### src/ssn_pkg.sv
`timescale 1ns / 1ps
package ssn_pkg;

    localparam int MAX_LINKS         = 26;
    localparam int NEURON_INDEX_BITS = 10;
    localparam int LINK_IDX_W        = (MAX_LINKS > 1) ? $clog2(MAX_LINKS) : 1;
    localparam int LINK_CNT_W        = $clog2(MAX_LINKS + 1);
    localparam int VAL_W             = 24;
    localparam int SIG_W             = 17;
    localparam int USAGE_W           = 18;
    localparam int FRAC_W            = 16;
    localparam int ONE_Q16           = 1 << FRAC_W;
    localparam int USAGE_MAX         = (1 << USAGE_W) - 1;
    localparam int DIV_STEPS         = FRAC_W;
    localparam int DIV_CNT_W         = $clog2(DIV_STEPS + 1);
    localparam int MUL_W             = 2 * (VAL_W + 1);
    localparam int WIDE_W            = 36;

    typedef enum logic [2:0] {
        MODE_ACC      = 3'd0,
        MODE_PROC     = 3'd1,
        MODE_XFER     = 3'd2,
        MODE_BACKPROP = 3'd3,
        MODE_DULL     = 3'd4,
        MODE_RESET    = 3'd5,
        MODE_ADD      = 3'd6,
        MODE_SETACT   = 3'd7
    } mode_t;

    typedef struct packed {
        logic latch;
        logic apply;
        logic div_acc;
        logic div_wgt;
        logic set_fire;
        logic usage_upd;
        logic mul_cap;
        logic wgt_wr;
        logic idx_inc;
        logic push_link;
        logic push_status;
    } dp_cmd_t;

    typedef struct packed {
        mode_t mode;
        logic  fired;
        logic  links_zero;
        logic  idx_last;
        logic  div_done;
        logic  out_free;
    } dp_stat_t;

    function automatic logic signed [VAL_W-1:0] sat_val(input logic signed [WIDE_W-1:0] v);
        logic signed [WIDE_W-1:0] hi;
        logic signed [WIDE_W-1:0] lo;
        hi = WIDE_W'((1 << (VAL_W - 1)) - 1);
        lo = -WIDE_W'(1 << (VAL_W - 1));
        if (v > hi)
            return hi[VAL_W-1:0];
        else if (v < lo)
            return lo[VAL_W-1:0];
        else
            return v[VAL_W-1:0];
    endfunction

endpackage

### src/ssn_if.sv
`timescale 1ns / 1ps
interface ssn_in_if
    import ssn_pkg::*;
();
    logic                               valid;
    logic                               ready;
    logic [2:0]                         mode;
    logic signed [VAL_W-1:0]            amount;
    logic [NEURON_INDEX_BITS-1:0]       target_neuron;
    logic                               force_fire;

    modport source (output valid, mode, amount, target_neuron, force_fire, input ready);
    modport sink   (input valid, mode, amount, target_neuron, force_fire, output ready);
endinterface

interface ssn_out_if
    import ssn_pkg::*;
();
    logic                               valid;
    logic                               ready;
    logic                               signal_valid;
    logic [NEURON_INDEX_BITS-1:0]       dest_neuron;
    logic signed [SIG_W-1:0]            signal_value;
    logic                               last;
    logic                               fired;
    logic [LINK_CNT_W-1:0]              link_count;
    logic                               overflow_error;

    modport source (output valid, signal_valid, dest_neuron, signal_value, last, fired,
                    link_count, overflow_error, input ready);
    modport sink   (input valid, signal_valid, dest_neuron, signal_value, last, fired,
                    link_count, overflow_error, output ready);
endinterface

### src/ssn_div.sv
`timescale 1ns / 1ps
module ssn_div
    import ssn_pkg::*;
(
    input  logic                    clk,
    input  logic                    rst_n,
    input  logic                    start,
    input  logic signed [VAL_W-1:0] x,
    output logic                    done,
    output logic signed [SIG_W-1:0] q
);

    logic                   busy_reg;
    logic                   done_reg;
    logic [DIV_CNT_W-1:0]   cnt_reg;
    logic [VAL_W:0]         den_reg;
    logic [VAL_W:0]         rem_reg;
    logic [FRAC_W-1:0]      quo_reg;
    logic                   neg_reg;
    logic [VAL_W-1:0]       mag;
    logic [VAL_W+1:0]       trial;
    logic                   take;

    assign mag   = x[VAL_W-1] ? VAL_W'(-x) : VAL_W'(x);
    assign trial = {rem_reg, 1'b0};
    assign take  = trial >= {1'b0, den_reg};

    always_ff @(posedge clk or negedge rst_n)
    begin
        if (!rst_n)
        begin
            busy_reg <= 1'b0;
            done_reg <= 1'b0;
            cnt_reg  <= '0;
        end
        else if (start)
        begin
            busy_reg <= 1'b1;
            done_reg <= 1'b0;
            cnt_reg  <= DIV_CNT_W'(DIV_STEPS);
        end
        else if (busy_reg)
        begin
            cnt_reg <= cnt_reg - DIV_CNT_W'(1);
            if (cnt_reg == DIV_CNT_W'(1))
            begin
                busy_reg <= 1'b0;
                done_reg <= 1'b1;
            end
        end
    end

    // quotient is below 1.0, so start with the magnitude as partial remainder
    always_ff @(posedge clk)
    begin
        if (start)
        begin
            rem_reg <= {1'b0, mag};
            den_reg <= (VAL_W+1)'(ONE_Q16) + {1'b0, mag};
            neg_reg <= x[VAL_W-1];
            quo_reg <= '0;
        end
        else if (busy_reg)
        begin
            rem_reg <= take ? (VAL_W+1)'(trial - {1'b0, den_reg}) : trial[VAL_W:0];
            quo_reg <= {quo_reg[FRAC_W-2:0], take};
        end
    end

    assign done = done_reg;
    assign q    = neg_reg ? -$signed({1'b0, quo_reg}) : $signed({1'b0, quo_reg});

endmodule

### src/ssn_datapath.sv
`timescale 1ns / 1ps
module ssn_datapath
    import ssn_pkg::*;
(
    input  logic                            clk,
    input  logic                            rst_n,
    input  dp_cmd_t                         cmd,
    output dp_stat_t                        stat,
    input  logic [2:0]                      in_mode,
    input  logic signed [VAL_W-1:0]         in_amount,
    input  logic [NEURON_INDEX_BITS-1:0]    in_target,
    input  logic                            in_force,
    input  logic                            cfg_wr_en,
    input  logic signed [SIG_W-1:0]         cfg_wr_data,
    input  logic                            out_ready,
    output logic                            out_valid,
    output logic                            out_signal_valid,
    output logic [NEURON_INDEX_BITS-1:0]    out_dest,
    output logic signed [SIG_W-1:0]         out_value,
    output logic                            out_last,
    output logic                            out_fired,
    output logic [LINK_CNT_W-1:0]           out_count,
    output logic                            out_ovf
);

    mode_t                              mode_reg;
    logic signed [VAL_W-1:0]            amount_reg;
    logic [NEURON_INDEX_BITS-1:0]       target_reg;
    logic                               force_reg;
    logic signed [SIG_W-1:0]            thr_reg;
    logic signed [VAL_W-1:0]            acc_reg;
    logic                               fired_reg;
    logic [LINK_CNT_W-1:0]              links_reg;
    logic                               ovf_reg;
    logic [LINK_IDX_W-1:0]              idx_reg;
    logic signed [VAL_W-1:0]            weight_mem [MAX_LINKS];
    logic [USAGE_W-1:0]                 usage_mem  [MAX_LINKS];
    logic [NEURON_INDEX_BITS-1:0]       dest_mem   [MAX_LINKS];
    logic signed [MUL_W-1:0]            prod_reg;
    logic                               oval_reg;
    logic                               osig_reg;
    logic [NEURON_INDEX_BITS-1:0]       odest_reg;
    logic signed [SIG_W-1:0]            ovalue_reg;
    logic                               olast_reg;
    logic                               ofired_reg;
    logic [LINK_CNT_W-1:0]              ocount_reg;
    logic                               oovf_reg;

    logic                               full;
    logic                               idx_last;
    logic [LINK_IDX_W-1:0]              add_idx;
    logic signed [VAL_W-1:0]            wgt_cur;
    logic [USAGE_W-1:0]                 usage_cur;
    logic [USAGE_W:0]                   usage_sum;
    logic [USAGE_W-1:0]                 usage_next;
    logic                               div_start;
    logic                               div_done;
    logic signed [SIG_W-1:0]            div_q;
    logic signed [VAL_W:0]              mul_a;
    logic signed [VAL_W:0]              mul_b;
    logic signed [MUL_W-FRAC_W-1:0]     prod_scaled;
    logic signed [WIDE_W-1:0]           wgt_sum;
    logic                               out_free;

    assign full      = links_reg >= LINK_CNT_W'(MAX_LINKS);
    assign idx_last  = (LINK_CNT_W'(idx_reg) + LINK_CNT_W'(1)) == links_reg;
    assign add_idx   = links_reg[LINK_IDX_W-1:0];
    assign wgt_cur   = weight_mem[idx_reg];
    assign usage_cur = usage_mem[idx_reg];
    assign out_free  = !oval_reg || out_ready;

    // halve, then add one use when the neuron sends
    always_comb
    begin
        usage_sum = {2'b00, usage_cur[USAGE_W-1:1]};
        if (fired_reg)
            usage_sum = usage_sum + (USAGE_W+1)'(ONE_Q16);
        usage_next = (usage_sum > (USAGE_W+1)'(USAGE_MAX)) ? USAGE_W'(USAGE_MAX)
                                                            : usage_sum[USAGE_W-1:0];
    end

    assign div_start = cmd.div_acc || cmd.div_wgt;

    ssn_div u_div (
        .clk   (clk),
        .rst_n (rst_n),
        .start (div_start),
        .x     (cmd.div_acc ? acc_reg : wgt_cur),
        .done  (div_done),
        .q     (div_q)
    );

    always_comb
    begin
        if (mode_reg == MODE_BACKPROP)
        begin
            mul_a = (VAL_W+1)'(amount_reg);
            mul_b = $signed({{(VAL_W+1-USAGE_W){1'b0}}, usage_cur});
        end
        else
        begin
            mul_a = (VAL_W+1)'(wgt_cur);
            mul_b = (VAL_W+1)'(ONE_Q16) - (VAL_W+1)'(amount_reg);
        end
    end

    // arithmetic shift drops fraction bits toward minus infinity
    assign prod_scaled = prod_reg[MUL_W-1:FRAC_W];
    assign wgt_sum     = (mode_reg == MODE_BACKPROP)
                         ? WIDE_W'(wgt_cur) + WIDE_W'(prod_scaled)
                         : WIDE_W'(prod_scaled);

    always_ff @(posedge clk)
    begin
        if (cmd.latch)
        begin
            mode_reg   <= mode_t'(in_mode);
            amount_reg <= in_amount;
            target_reg <= in_target;
            force_reg  <= in_force;
        end
        if (cmd.mul_cap)
            prod_reg <= mul_a * mul_b;
    end

    always_ff @(posedge clk)
    begin
        if (cmd.apply && mode_reg == MODE_ADD && !full)
            weight_mem[add_idx] <= '0;
        if (cmd.wgt_wr)
            weight_mem[idx_reg] <= sat_val(wgt_sum);
    end

    always_ff @(posedge clk)
    begin
        if (cmd.apply && mode_reg == MODE_RESET)
        begin
            for (int i = 0; i < MAX_LINKS; i++)
                usage_mem[i] <= '0;
        end
        else if (cmd.apply && mode_reg == MODE_ADD && !full)
            usage_mem[add_idx] <= '0;
        else if (cmd.usage_upd)
            usage_mem[idx_reg] <= usage_next;
    end

    always_ff @(posedge clk)
    begin
        if (cmd.apply && mode_reg == MODE_ADD && !full)
            dest_mem[add_idx] <= target_reg;
    end

    always_ff @(posedge clk or negedge rst_n)
    begin
        if (!rst_n)
        begin
            thr_reg   <= '0;
            acc_reg   <= '0;
            fired_reg <= 1'b0;
            links_reg <= '0;
            ovf_reg   <= 1'b0;
            idx_reg   <= '0;
        end
        else
        begin
            if (cfg_wr_en)
                thr_reg <= cfg_wr_data;
            if (cmd.latch)
            begin
                ovf_reg <= 1'b0;
                idx_reg <= '0;
            end
            if (cmd.idx_inc)
                idx_reg <= idx_reg + LINK_IDX_W'(1);
            if (cmd.set_fire)
            begin
                fired_reg <= div_q > thr_reg;
                acc_reg   <= '0;
            end
            if (cmd.apply)
            begin
                case (mode_reg)
                    MODE_ACC:    acc_reg <= sat_val(WIDE_W'(acc_reg) + WIDE_W'(amount_reg));
                    MODE_RESET:
                    begin
                        acc_reg   <= '0;
                        fired_reg <= 1'b0;
                    end
                    MODE_ADD:
                    begin
                        if (full)
                            ovf_reg <= 1'b1;
                        else
                            links_reg <= links_reg + LINK_CNT_W'(1);
                    end
                    MODE_SETACT: fired_reg <= force_reg;
                    default:     ;
                endcase
            end
        end
    end

    always_ff @(posedge clk or negedge rst_n)
    begin
        if (!rst_n)
            oval_reg <= 1'b0;
        else if (cmd.push_link || cmd.push_status)
            oval_reg <= 1'b1;
        else if (out_ready)
            oval_reg <= 1'b0;
    end

    always_ff @(posedge clk)
    begin
        if (cmd.push_link)
        begin
            osig_reg   <= 1'b1;
            odest_reg  <= dest_mem[idx_reg];
            ovalue_reg <= div_q;
            olast_reg  <= idx_last;
            ofired_reg <= fired_reg;
            ocount_reg <= links_reg;
            oovf_reg   <= 1'b0;
        end
        else if (cmd.push_status)
        begin
            osig_reg   <= 1'b0;
            odest_reg  <= '0;
            ovalue_reg <= '0;
            olast_reg  <= 1'b1;
            ofired_reg <= fired_reg;
            ocount_reg <= links_reg;
            oovf_reg   <= ovf_reg;
        end
    end

    assign stat.mode       = mode_reg;
    assign stat.fired      = fired_reg;
    assign stat.links_zero = links_reg == '0;
    assign stat.idx_last   = idx_last;
    assign stat.div_done   = div_done;
    assign stat.out_free   = out_free;

    assign out_valid        = oval_reg;
    assign out_signal_valid = osig_reg;
    assign out_dest         = odest_reg;
    assign out_value        = ovalue_reg;
    assign out_last         = olast_reg;
    assign out_fired        = ofired_reg;
    assign out_count        = ocount_reg;
    assign out_ovf          = oovf_reg;

endmodule

### src/ssn_ctrl.sv
`timescale 1ns / 1ps
module ssn_ctrl
    import ssn_pkg::*;
(
    input  logic     clk,
    input  logic     rst_n,
    input  logic     in_valid,
    output logic     in_ready,
    input  dp_stat_t stat,
    output dp_cmd_t  cmd
);

    typedef enum logic [3:0] {
        S_IDLE,
        S_DISPATCH,
        S_PDIV,
        S_TLINK,
        S_TDIV,
        S_TEMIT,
        S_BMUL,
        S_BWR,
        S_STATUS
    } state_t;

    state_t state_reg;
    state_t state_next;

    assign in_ready = state_reg == S_IDLE;

    always_comb
    begin
        cmd        = '0;
        state_next = state_reg;
        case (state_reg)
            S_IDLE:
            begin
                if (in_valid)
                begin
                    cmd.latch  = 1'b1;
                    state_next = S_DISPATCH;
                end
            end
            S_DISPATCH:
            begin
                if (stat.mode inside {MODE_ACC, MODE_RESET, MODE_ADD, MODE_SETACT})
                begin
                    cmd.apply  = 1'b1;
                    state_next = S_STATUS;
                end
                else if (stat.mode == MODE_PROC)
                begin
                    cmd.div_acc = 1'b1;
                    state_next  = S_PDIV;
                end
                else if (stat.links_zero)
                    state_next = S_STATUS;
                else if (stat.mode == MODE_XFER)
                    state_next = S_TLINK;
                else
                    state_next = S_BMUL;
            end
            S_PDIV:
            begin
                if (stat.div_done)
                begin
                    cmd.set_fire = 1'b1;
                    state_next   = S_STATUS;
                end
            end
            S_TLINK:
            begin
                cmd.usage_upd = 1'b1;
                if (stat.fired)
                begin
                    cmd.div_wgt = 1'b1;
                    state_next  = S_TDIV;
                end
                else if (stat.idx_last)
                    state_next = S_STATUS;
                else
                    cmd.idx_inc = 1'b1;
            end
            S_TDIV:
            begin
                if (stat.div_done)
                    state_next = S_TEMIT;
            end
            S_TEMIT:
            begin
                if (stat.out_free)
                begin
                    cmd.push_link = 1'b1;
                    if (stat.idx_last)
                        state_next = S_IDLE;
                    else
                    begin
                        cmd.idx_inc = 1'b1;
                        state_next  = S_TLINK;
                    end
                end
            end
            S_BMUL:
            begin
                cmd.mul_cap = 1'b1;
                state_next  = S_BWR;
            end
            S_BWR:
            begin
                cmd.wgt_wr = 1'b1;
                if (stat.idx_last)
                    state_next = S_STATUS;
                else
                begin
                    cmd.idx_inc = 1'b1;
                    state_next  = S_BMUL;
                end
            end
            S_STATUS:
            begin
                if (stat.out_free)
                begin
                    cmd.push_status = 1'b1;
                    state_next      = S_IDLE;
                end
            end
            default: state_next = S_IDLE;
        endcase
    end

    always_ff @(posedge clk or negedge rst_n)
    begin
        if (!rst_n)
            state_reg <= S_IDLE;
        else
            state_reg <= state_next;
    end

endmodule

### src/softsign_threshold_neuron_core.sv
`timescale 1ns / 1ps
// One neuron with up to MAX_LINKS outgoing links, weights and accumulator in
// Q8.16, softsign outputs in Q1.16. One request is handled at a time; the
// next is taken as soon as the previous one has placed its last result in the
// output register. Accumulate, reset, add_connection and set_activation are
// applied directly; process runs the 16-step restoring softsign divider;
// backprop and dull visit each of the N links in turn (one shared
// multiplier); transfer updates each link's usage and, when fired, makes
// one divider pass per link. Results stall while the consumer holds ready
// low. The destination table is not cleared at reset.
module softsign_threshold_neuron_core
    import ssn_pkg::*;
(
    input  logic                    clk,
    input  logic                    rst_n,
    ssn_in_if.sink                  in_ch,
    ssn_out_if.source               out_ch,
    input  logic                    cfg_wr_en,
    input  logic signed [SIG_W-1:0] cfg_wr_data
);

    dp_cmd_t  cmd;
    dp_stat_t stat;

    ssn_ctrl u_ctrl (
        .clk      (clk),
        .rst_n    (rst_n),
        .in_valid (in_ch.valid),
        .in_ready (in_ch.ready),
        .stat     (stat),
        .cmd      (cmd)
    );

    ssn_datapath u_dp (
        .clk              (clk),
        .rst_n            (rst_n),
        .cmd              (cmd),
        .stat             (stat),
        .in_mode          (in_ch.mode),
        .in_amount        (in_ch.amount),
        .in_target        (in_ch.target_neuron),
        .in_force         (in_ch.force_fire),
        .cfg_wr_en        (cfg_wr_en),
        .cfg_wr_data      (cfg_wr_data),
        .out_ready        (out_ch.ready),
        .out_valid        (out_ch.valid),
        .out_signal_valid (out_ch.signal_valid),
        .out_dest         (out_ch.dest_neuron),
        .out_value        (out_ch.signal_value),
        .out_last         (out_ch.last),
        .out_fired        (out_ch.fired),
        .out_count        (out_ch.link_count),
        .out_ovf          (out_ch.overflow_error)
    );

endmodule

### src/flat_wrapper.sv
// flat-port wrapper written by rule: the top's interface ports become plain ports
module softsign_threshold_neuron_core_flat import ssn_pkg::*;
  (clk, rst_n, cfg_wr_en, cfg_wr_data, in_ch_valid, in_ch_mode, in_ch_amount, in_ch_target_neuron, in_ch_force_fire, in_ch_ready, out_ch_valid, out_ch_signal_valid, out_ch_dest_neuron, out_ch_signal_value, out_ch_last, out_ch_fired, out_ch_link_count, out_ch_overflow_error, out_ch_ready);
  ssn_in_if in_ch_i ();
  ssn_out_if out_ch_i ();
  input  logic clk;
  input  logic rst_n;
  input  logic cfg_wr_en;
  input  logic signed [SIG_W-1:0] cfg_wr_data;
  input wire logic [$bits(in_ch_i.valid)-1:0] in_ch_valid;
  input wire logic [$bits(in_ch_i.mode)-1:0] in_ch_mode;
  input wire logic [$bits(in_ch_i.amount)-1:0] in_ch_amount;
  input wire logic [$bits(in_ch_i.target_neuron)-1:0] in_ch_target_neuron;
  input wire logic [$bits(in_ch_i.force_fire)-1:0] in_ch_force_fire;
  output wire logic [$bits(in_ch_i.ready)-1:0] in_ch_ready;
  output wire logic [$bits(out_ch_i.valid)-1:0] out_ch_valid;
  output wire logic [$bits(out_ch_i.signal_valid)-1:0] out_ch_signal_valid;
  output wire logic [$bits(out_ch_i.dest_neuron)-1:0] out_ch_dest_neuron;
  output wire logic [$bits(out_ch_i.signal_value)-1:0] out_ch_signal_value;
  output wire logic [$bits(out_ch_i.last)-1:0] out_ch_last;
  output wire logic [$bits(out_ch_i.fired)-1:0] out_ch_fired;
  output wire logic [$bits(out_ch_i.link_count)-1:0] out_ch_link_count;
  output wire logic [$bits(out_ch_i.overflow_error)-1:0] out_ch_overflow_error;
  input wire logic [$bits(out_ch_i.ready)-1:0] out_ch_ready;
  assign in_ch_i.valid = in_ch_valid;
  assign in_ch_i.mode = in_ch_mode;
  assign in_ch_i.amount = in_ch_amount;
  assign in_ch_i.target_neuron = in_ch_target_neuron;
  assign in_ch_i.force_fire = in_ch_force_fire;
  assign in_ch_ready = in_ch_i.ready;
  assign out_ch_valid = out_ch_i.valid;
  assign out_ch_signal_valid = out_ch_i.signal_valid;
  assign out_ch_dest_neuron = out_ch_i.dest_neuron;
  assign out_ch_signal_value = out_ch_i.signal_value;
  assign out_ch_last = out_ch_i.last;
  assign out_ch_fired = out_ch_i.fired;
  assign out_ch_link_count = out_ch_i.link_count;
  assign out_ch_overflow_error = out_ch_i.overflow_error;
  assign out_ch_i.ready = out_ch_ready;
  softsign_threshold_neuron_core u_core (.clk(clk), .rst_n(rst_n), .in_ch(in_ch_i), .out_ch(out_ch_i), .cfg_wr_en(cfg_wr_en), .cfg_wr_data(cfg_wr_data));
endmodule
### config.mk
export PLATFORM = sky130hd
export DESIGN_NAME = softsign_threshold_neuron_core_flat
export DESIGN_NICKNAME = d
export VERILOG_FILES = /design/src/ssn_pkg.sv /design/src/ssn_if.sv /design/src/ssn_div.sv /design/src/ssn_datapath.sv /design/src/ssn_ctrl.sv /design/src/softsign_threshold_neuron_core.sv /design/src/flat_wrapper.sv
export SDC_FILE = /design/constraint.sdc
export NUM_CORES = 2
export LEC_CHECK = 0
export ABC_AREA = 1
export BUFFER_PORTS_ARGS = -buffer_cell sky130_fd_sc_hd__buf_2
export CAP_MARGIN = 20
export CORE_MARGIN = 2
export CORE_UTILIZATION = 40
export DETAILED_ROUTE_END_ITERATION = 10
export GPL_ROUTABILITY_DRIVEN = 0
export PLACE_DENSITY = 0.67
export SYNTH_ARGS = -nofsm -noshare
export SYNTH_HDL_FRONTEND = slang
export SYNTH_HIERARCHICAL = 1
export SYNTH_SLANG_ARGS = --single-unit
### constraint.sdc
create_clock -name clk -period 8.2 [get_ports clk]
set_clock_uncertainty 0.1 [all_clocks]
set_input_delay 1.64 -clock clk [delete_from_list [all_inputs] [get_ports clk]]
set_output_delay 1.64 -clock clk [all_outputs]
set_load 0.02 [all_outputs]
==> impl_metrics.csv <==
group,metric,value,unit
outcome,status,"complete, but fails checks",
outcome,violations,"negative setup slack",
placement,dpl_cell_area,114000,µm²
synthesis,ys_seq_elements,1700,
grt,antenna_found_initial,6,
setup_path,path_buf_inv,10,
setup_path,max_stage_delay,0.59,ns
final_layout,top_register,"u_core/u_dp/weight_mem",
sta,fin_ws,-0.437,ns
detailed_routing,vias,83700,
synthesis,synth_area_leader_cell,"edfxtp_1",
sta,fmax,116,MHz
placement,port_buffers,97,
final_layout,finalNetCount,12300,
setup_path,r2r-start,"u_core/u_dp/idx_reg[0]",
sta,period_share,105,%
sta,period_minus_slack,8.64,ns
synthesis,synthDistinctLibCells,66,
clock_tree,cts_sinks,1700,
clock_tree,clk_pin_slew_worst_paths,0.07,ns
final_layout,design_area,124000,µm²
sta,worst_slew_pin_slew,1.17,ns
die,row_count,186,
setup_path,critical_path_class,"flop to flop",
clock_tree,clockBufferDepth,3,
detailed_routing,drtAntennaViolNets,0,
detailed_routing,dr.first_iter.drc_count,10500,
job,drv_cap,0,
grt,first_global_vias,79900,
synthesis,seq_area_frac_synth,48.8,%
clock_tree,numCtsBuffers,176,
setup_path,cp_top_family,"adder cells",
clock_tree,clock_latency,0.87,ns
die,dieArea,263000,µm²
setup_path,arrival,9.10,ns
die,core_area,257000,µm²
placement,detailed_place_hpwl,231000,µm
detailed_routing,drtPass1Iterations,6,
min_path,hp-start,"u_core/u_dp/out_signal_valid",
sta,hold_viol_final,0,
synthesis,netlist.area_leader.share,46.8,%
setup_path,startpoint_type,"flop",
detailed_routing,post-route-drc-count,0,
detailed_routing,drt-total-wl,339000,µm
clock_tree,cts_root_buf,"clkbuf_16",
sta,rsz0062_at_grt,"yes",
synthesis,synth_cells,10700,
synthesis,syn_nets,11700,
clock_tree,cts_tree,"built",
clock_tree,htreeDepth,4,
final_layout,final_common_cell,"nor2_1",
setup_path,path_common_cell,"fa_1",
sta,holdWs,0.349,ns
setup_path,cp.required,8.67,ns
grt,grtUsageTotal,24.7,%
final_layout,final_cells,14900,
sta,slew_headroom,21.2,%
setup_path,setup.worst_path.start,"u_core/u_dp/idx_reg[0]",
die,die_y,513,µm
setup_path,cp_slowest_cell,"fa_1",
final_layout,utilization,48.3,%
die,start_util,40.3,%
final_layout,syn2layout_area_growth,19.9,%
sta,drv_slew,0,
die,io_pins,98,
setup_path,end_kind,"flop",
placement,place_inst,14500,
final_layout,reg.largest.list,"u_core/u_dp/weight_mem (624), u_core/u_dp/usage_mem (576), u_core/u_dp/dest_mem (260)",
synthesis,synth_area,104000,µm²
final_layout,largest_reg_flops,624,
synthesis,synth.area.top_cells,"edfxtp_1 (47%), fa_1 (12%), nor2_1 (6.3%)",
grt,grt_max_degree,112,
synthesis,postSynthAreaPerCell,9.68,µm²
final_layout,drive_above_1_share,18.7,%
final_layout,final_cell_mix,"nor2_1 (1683), edfxtp_1 (1616), nand2_1 (1519)",
die,dieWidth,513,µm
sta,setup_violations,31,
min_path,hold_path_class,"flop to flop",
setup_path,worstPathMaxFanout,9,
setup_path,r2r_slack,-0.44,ns
detailed_routing,viasPerCell,5.61,
grt,grt_pass1_wl,497000,µm
synthesis,yosys_warnings,6,
grt,overflow,0,
detailed_routing,routedWlPerCell,22.7,µm
[worst reg2reg max path, delay by kind of cell (launching register included)]
family          cells  cell delay [ns]
fa+ha+maj           8             4.02
simple gates        7             0.64
buf+inv            10             1.20
compound gates     10             1.88
flops               1             0.53
[per-stage QoR]
stage | TNS [ns] | setup slack (ns)
after detailed placement | -18.52 | -0.886
final | -6.96 | -0.437
after global placement | -15.87 | -0.847
after CTS | -8.77 | -0.468
after global routing | -14.47 | -0.687
after floorplan | 0 | 0.00273
[layout make-up]
cell class	instances	area, µm²
diodes	2	5.00
clock inverters	101	1190
repair buffers	1155	10400
clock buffers	227	4760
inverters	1243	4760
flip-flops and latches	1700	50500
fillers	23000	133000
well taps	3384	4230
repair inverters	3	33.8
multi-input cells	7095	48300
[metal layers]
layer  wire, µm  track usage, %  share of wire (%)
met1     131000            33.4                 39
met2     153000            38.2                 45
met3      40100            6.01                 12
met4      14700            9.29                4.3
met5         46               0              0.014
[what timing repair did]
item	4_1_cts	5_1_grt
resized for setup	113	694
pin swaps	9	158
gates cloned	0	22
setup buffers	10	83
setup endpoints to repair	34	34
hold buffers	0	0
[path summary, 6_finish.rpt]
path | endpoint | cells after the start
worst max-delay path | u_core/u_dp/prod_reg[47] | 35
max in group asynchronous | u_core/u_dp/idx_reg[1] | 2
worst min register to register | u_core/u_dp/out_signal_valid | 2
worst min-delay path | u_core/u_dp/out_signal_valid | 2
worst max register to register | u_core/u_dp/prod_reg[47] | 35
min in group asynchronous | u_core/u_dp/thr_reg[8] | 1
[cell families after synthesis]
logic type,synth area share (%)
adders and majority gates,15.5
other,0.00362
AOI/OAI and AO/OA,12.4
and+or+nand+nor,14.7
DFF,48.8
buffers and inverters,7.53
xor gates and xnor gates,1.11
muxes,0.0109
[cell usage after synthesis (all sizes together)]
cell type,number
dfxtp,19
ha,252
o211ai,11
o21bai,9
edfxtp,1616
inv,1240
clkinv,3
a41oi,10
and3,4
fa,644
a21o,7
dfrtp,65
nor2,1777
o221ai,19
nor4,21
conb,1
o31ai,35
xor2,84
nor3,55
xnor2,47
a211oi,4
a2111oi,1
and2,3
or2,12
a221oi,81
a311oi,1
a21boi,9
a31oi,10
o21a,12
o21ai,907
nand3,209
a22o,38
o22ai,317
a31o,1
a21oi,814
clkbuf,276
buf,383
nand4,49
nand3b,11
o311ai,2
nand2,1636
nor3b,1
mux2,1
Power is not shown: default switching activity piles up to over one toggle a cycle in this logic, so the estimate is an artifact.
